## src/bus_map_register_translator_defines.svh

```systemverilog
// Assertion macros used by the file that carries concurrent checks.
`ifndef BUS_MAP_REGISTER_TRANSLATOR_DEFINES_SVH
`define BUS_MAP_REGISTER_TRANSLATOR_DEFINES_SVH

// Same-cycle implication, disabled while reset is high.
`define BMRT_ASSERT_IMP(label, clk, rst, ante, cons, msg) \
   label: assert property (@(posedge clk) disable iff (rst) (ante) |-> (cons)) \
      else $error(msg);

// Next-cycle implication, disabled while reset is high.
`define BMRT_ASSERT_NEXT(label, clk, rst, ante, cons, msg) \
   label: assert property (@(posedge clk) disable iff (rst) (ante) |=> (cons)) \
      else $error(msg);

`endif

```

## src/bmrt_pkg.sv

```systemverilog
`timescale 1ns / 1ps

package bmrt_pkg;

   // Table geometry.
   localparam int MAP_ENTRIES = 8192;
   localparam int PAGE_SHIFT  = 9;
   localparam int MAP_IDX_W   = $clog2(MAP_ENTRIES);

   // Field widths.
   localparam int FUNC_W      = 3;
   localparam int INDEX_W     = 14;
   localparam int BOFF_W      = 2;
   localparam int SIZE_W      = 2;
   localparam int DATA_W      = 32;
   localparam int BUS_ADDR_W  = 22;
   localparam int PHYS_W      = 24;
   localparam int MEM_SIZE_W  = 25;
   localparam int PAGE_W      = 15;
   localparam int ENTRY_W     = PAGE_W + 1;
   localparam int BLK_W       = BUS_ADDR_W - PAGE_SHIFT;
   localparam int MA_W        = PAGE_W + PAGE_SHIFT;

   localparam logic [MEM_SIZE_W-1:0] MEM_SIZE_RESET = 25'h100_0000;

   // Operation codes.
   localparam logic [FUNC_W-1:0] FUNC_MAP_WRITE       = 3'd0;
   localparam logic [FUNC_W-1:0] FUNC_MAP_READ        = 3'd1;
   localparam logic [FUNC_W-1:0] FUNC_TRANSLATE       = 3'd2;
   localparam logic [FUNC_W-1:0] FUNC_QUIET_TRANSLATE = 3'd3;
   localparam logic [FUNC_W-1:0] FUNC_CLEAR_ERROR     = 3'd4;

   // Write size codes.
   localparam logic [SIZE_W-1:0] SIZE_BYTE = 2'd0;
   localparam logic [SIZE_W-1:0] SIZE_WORD = 2'd1;

   // Lane masks for partial writes.
   localparam logic [DATA_W-1:0] BYTE_LANE = 32'h0000_00FF;
   localparam logic [DATA_W-1:0] WORD_LANE = 32'h0000_FFFF;

   typedef enum logic [1:0] {
      ST_CLEAR,
      ST_IDLE,
      ST_EXEC
   } state_type;

   typedef struct packed {
      logic [FUNC_W-1:0]     func;
      logic [INDEX_W-1:0]    map_index;
      logic [BOFF_W-1:0]     byte_offset;
      logic [SIZE_W-1:0]     size_code;
      logic [DATA_W-1:0]     write_data;
      logic [BUS_ADDR_W-1:0] bus_address;
   } req_item_type;

   typedef struct packed {
      logic [DATA_W-1:0] read_data;
      logic [PHYS_W-1:0] phys_address;
      logic              map_ok;
      logic              nxm_now;
      logic              nxm_sticky;
   } rsp_item_type;

   // Controller to datapath.
   typedef struct packed {
      logic clear_wr;
      logic accept;
      logic commit;
   } ctl_cmd_type;

   // Datapath to controller.
   typedef struct packed {
      logic clear_last;
      logic out_free;
   } dp_sts_type;

endpackage

```

## src/bmrt_ctrl.sv

```systemverilog
`timescale 1ns / 1ps

module bmrt_ctrl
   import bmrt_pkg::*;
(
   input  logic        clock,
   input  logic        reset,
   input  logic        req_valid,
   output logic        req_ready,
   input  dp_sts_type  sts,
   output ctl_cmd_type cmd
);

   state_type state_ff, state_in;

   // State register; reset starts the table clearing sweep.
   always_ff @(posedge clock) begin
      if (reset) begin
         state_ff <= ST_CLEAR;
      end else begin
         state_ff <= state_in;
      end
   end

   // Next state.
   always_comb begin
      state_in = state_ff;
      unique case (state_ff)
         ST_CLEAR: begin
            if (sts.clear_last) state_in = ST_IDLE;
         end
         ST_IDLE: begin
            if (req_valid) state_in = ST_EXEC;
         end
         ST_EXEC: begin
            if (sts.out_free) state_in = ST_IDLE;
         end
         default: state_in = ST_CLEAR;
      endcase
   end

   // Outputs: a transaction is taken only in idle, and it finishes once the
   // output register can take its result.
   always_comb begin
      req_ready    = 1'b0;
      cmd.clear_wr = 1'b0;
      cmd.accept   = 1'b0;
      cmd.commit   = 1'b0;
      unique case (state_ff)
         ST_CLEAR: cmd.clear_wr = 1'b1;
         ST_IDLE: begin
            req_ready  = 1'b1;
            cmd.accept = req_valid;
         end
         ST_EXEC: cmd.commit = sts.out_free;
         default: ;
      endcase
   end

endmodule

```

## config.mk

```make
export PLATFORM = sky130hd
export DESIGN_NAME = bmrt_ctrl
export DESIGN_NICKNAME = d
export VERILOG_FILES = /design/src/bus_map_register_translator_defines.svh /design/src/bmrt_pkg.sv /design/src/bmrt_ctrl.sv
export SDC_FILE = /design/constraint.sdc
export NUM_CORES = 1
export LEC_CHECK = 0
export BUFFER_PORTS_ARGS = -buffer_cell sky130_fd_sc_hd__clkbuf_2
export CAP_MARGIN = 25
export CORE_AREA = 2 2 39 41
export DETAILED_ROUTE_END_ITERATION = 6
export DIE_AREA = 0 0 41 43
export PLACE_DENSITY = 0.3
export SLEW_MARGIN = 20
export SYNTH_ARGS = -nofsm -noshare
export SYNTH_HDL_FRONTEND = slang
export SYNTH_SLANG_ARGS = --single-unit
```

## constraint.sdc

```tcl
create_clock -name clock -period 2.26 [get_ports clock]
set_input_delay 0.226 -clock clock [delete_from_list [all_inputs] [get_ports clock]]
set_output_delay 0.226 -clock clock [all_outputs]
set_load 0.1 [all_outputs]
```

# Word-level counts from Yosys, hierarchy flattened
# Cells that the tools add are included.
[totals] input_bits=5 output_inout_bits=4 register_bits=2 elab_cells=16
[classes] n_eq_ne=5 muxes=8 n_reduce_logical=2
[op_table] cell="2-bit 2-to-1 mux" n=3
[op_table] cell="2-bit inequality test, second input constant" n=3
[op_table] cell="2-bit case mux with 3 select lines" n=1
[op_table] cell="1-bit 2-to-1 mux" n=4
[op_table] cell="3-bit AND reduction" n=1
[op_table] cell="2-bit by 1-bit equality test with 1-bit output, second input constant" n=1
[op_table] cell="2-bit equality test, second input constant" n=1
[op_table] cell="2-bit logical NOT" n=1

# Depth between registers and ports, before layout
[logic_depth] ltp_word=3 mapped_depth=3 mapped_depth_nobuf=3

# Worst setup path before layout
# No wires, ideal clock.
[synth_path] path_kind="register to output" from="reg state_ff[1]" to="out cmd[0] (netlist bit)" slack_ns=0.256 path_stages_with_launch=3 arrival_ns=1.778 path_cell_list="dfxtp_1 inv_1 nor2_1"
[synth_lines] item="start, declared" line="bmrt_ctrl.sv:14" rtl="state_type state_ff, state_in;"
[synth_lines] item="start signal, assigned" line="bmrt_ctrl.sv:21" rtl="state_ff <= state_in;"
[synth_lines] item="end, declared" line="bmrt_ctrl.sv:11" rtl="output ctl_cmd_type cmd"

==> impl_metrics.py <==
metrics = {
    "worst_setup_path": {
        "r2r_setup_slack_ns": 1.39,
        "cp-start-kind": "flip-flop",
        "reg2reg_from": "state_ff[1]",
        "reg2regPathDepth": 3,
        "crit_type": "reg -> out",
        "path_max_fanout": 6,
        "critPathRequiredTime_ns": 2.03,
        "arrival_ns": 1.36,
        "r2r_end": "state_ff[1]",
        "end_kind": "primary output",
    },
    "grt": {
        "grt_antenna_before_repair": 0,
        "track_usage_pct": 5.61,
        "overflow": 0,
        "grt_pass1_vias": 147,
        "grt_start_max_net_pins": 7,
        "grt_pass1_wl_microns": 565,
    },
    "sta": {
        "setup_ws_ns": 0.677,
        "slew_headroom_pct": 64.0,
        "finalSetupViolations": 0,
        "worst_pin_slew_ns": 0.543,
        "rsz0062_at_grt": "false",
        "fin_crit_sh_pct": 70.1,
        "skew_ns": 0.00104,
        "fin_tns_setup_ns": 0,
        "hold_viol": 0,
        "fin_crit_ns": 1.58,
        "fmax_mhz": 632,
        "slew_viol_final": 0,
    },
    "final_layout": {
        "n_antenna_cell": 0,
        "design_area_sq_um": 205,
        "final_cells": 42,
        "syn2layout_area_growth_pct": 67.3,
        "regMostFlops": "state_ff",
        "largest_registers": "state_ff (2)",
        "drive_above_1_share_pct": 53.8,
        "largest_register_ffs": 2,
        "num-nets-final": 33,
    },
    "outcome": {
        "status": "finished clean",
    },
    "clock_network": {
        "numCtsBuffers": 3,
        "hold_buffers": 0,
        "clk_pin_slew_ns": 0.03,
        "ctsResizeCount": 0,
        "clock-root-buffer": "clkbuf_4",
        "cts_tree": "done",
        "htreeDepth": 1,
        "cts_sinks": 2,
        "insertion_delay_ns": 0.22,
        "post_cts_buffers": 0,
        "cts.path.max_buffers": 2,
    },
    "placement": {
        "port_buffers": 8,
        "pre_cts_ws_ns": 0.906,
        "dp.final_hpwl_microns": 275,
        "gp_congestion": 0.521,
        "placed_cell_area_sq_um": 183,
        "placed_cells": 39,
    },
    "hold_path": {
        "hold-path-cell-count": 2,
        "min_from": "reset",
        "hold_path.class": "in -> reg",
        "holdPathEnd": "state_ff[1]",
    },
    "logic_synthesis": {
        "synthTopCellsByArea": "dfxtp_1 (33%), nor2_1 (15%), nand2b_4 (11%)",
        "ys_seq_elements": 2,
        "synth.distinct_cells": 10,
        "syn_nets": 20,
        "async_flop_share_pct": 0,
        "yosysMostFrequentCell": "nor2_1",
        "yosysSeqAreaShare_pct": 32.7,
        "synth.cell_area_sq_um": 123,
        "synth_top_cell_area_share_pct": 32.7,
        "syn_area_per_cell_sq_um": 8.17,
        "synth_common_cells": "nor2_1 (5), dfxtp_1 (2)",
        "synth_edf_count": 0,
        "syn_inst": 15,
        "yosysWarningCount": 0,
        "ys.flop_type": "dfxtp_1",
        "yosysTopAreaCell": "dfxtp_1",
    },
    "routing": {
        "wl_per_cell_microns": 7.95,
        "num_vias": 143,
        "drt-initial-drc-count": 2,
        "drc": 0,
        "vias_per_cell": 3.40,
        "drt_wl_total_microns": 334,
        "antenna_left": 0,
        "dr.pass1.iters": 3,
    },
    "pwr": {
        "share_seq_of_total_power_pct": 22.3,
        "switchingPower_mw": 0.0794,
        "power_frac_clock_pct": 40.7,
        "ir_worst_vdd_mv": 0.203,
        "leakage_nw": 0.101,
        "internal_power_mw": 0.113,
        "powerDensity_nw_per_um2": 938,
        "p_sw_share_pct": 41.3,
        "p_comb_share_pct": 37.0,
    },
    "floorplanning": {
        "ioPinCount": 9,
        "core_sq_um": 1380,
        "row_count": 14,
        "start_util_pct": 8.86,
        "die_h_microns": 43,
        "dieArea_sq_um": 1760,
        "die_x_microns": 41,
    },
    "flow_run": {
        "maxCapViolCount": 0,
    },
}
-- cells by family (layout without fill, tap and decap cells) --
kind of cell           count (synthesis)  count (layout)  synth area share [%]
AND/OR/NAND/NOR                        8               8                  40.8
AO/OA/AOI/OAI                          4               4                  23.5
flip-flops                             2               2                  32.7
buffers and inverters                  1              12                  3.06
-- routing by layer --
metal	wire length (microns)	share of wire [%]	global-route usage, %
met5	0	0	0
met3	63	19	6.81
met2	92	28	5.31
met4	18	5.4	6.00
met1	160	48	5.43
-- power groups by stage --
stage / combinational, mW / clock [mW] / sequential, mW
2_1_floorplan: 0.0602 / 0 / 0.0425
3_3_place_gp: 0.0721 / 0 / 0.0434
3_5_place_dp: 0.0716 / 0 / 0.0433
4_1_cts: 0.0717 / 0.0831 / 0.0428
5_1_grt: 0.0749 / 0.0873 / 0.0436
6_report: 0.0712 / 0.0783 / 0.0428
-- final cells by class --
cell class	instances	area, sq um
timing repair buffer	8	40.0
inverter	1	3.75
multi-input combinational	12	78.8
tap	16	20.0
fill	162	1180
clock buffer	3	22.5
sequential	2	40.0
-- placed cells by master, fill, tap and decap left out --
cell / instances
nand2b_4: 1
o21ai_0: 1
clkbuf_4: 3
a22oi_1: 1
inv_1: 1
nor2_1: 5
dfxtp_1: 2
clkbuf_2: 8
a21oi_2: 1
nand2_1: 1
nor2b_4: 1
a21o_1: 1
-- critical path, cell delays in order (launching register included) --
cell and delay, ns:
dfxtp_1 0.45, inv_1 0.10, nor2_1 0.12, clkbuf_2 0.46
-- worst max path at each step --
stage / start / to / slack [ns] / depth (start not counted)
2_1_floorplan: state_ff[1] / cmd[0] / 0.26 / 2
3_3_place_gp: state_ff[1] / cmd[0] / 0.92 / 3
3_5_place_dp: state_ff[1] / cmd[0] / 0.91 / 3
4_1_cts: state_ff[1] / cmd[0] / 0.66 / 3
5_1_grt: state_ff[1] / cmd[0] / 0.57 / 3
6_report: state_ff[1] / cmd[0] / 0.68 / 3
-- stage by stage --
step           power, mW  util, %  hold WS [ns]
4_1_cts            0.198     14.8         0.180
6_report           0.192     14.8         0.187
3_5_place_dp       0.115     13.2         0.418
5_1_grt            0.206     14.8         0.191
2_1_floorplan      0.103        -         0.298
3_3_place_gp       0.116     13.2         0.419
Note: power is estimated with default switching activity, not from simulation.
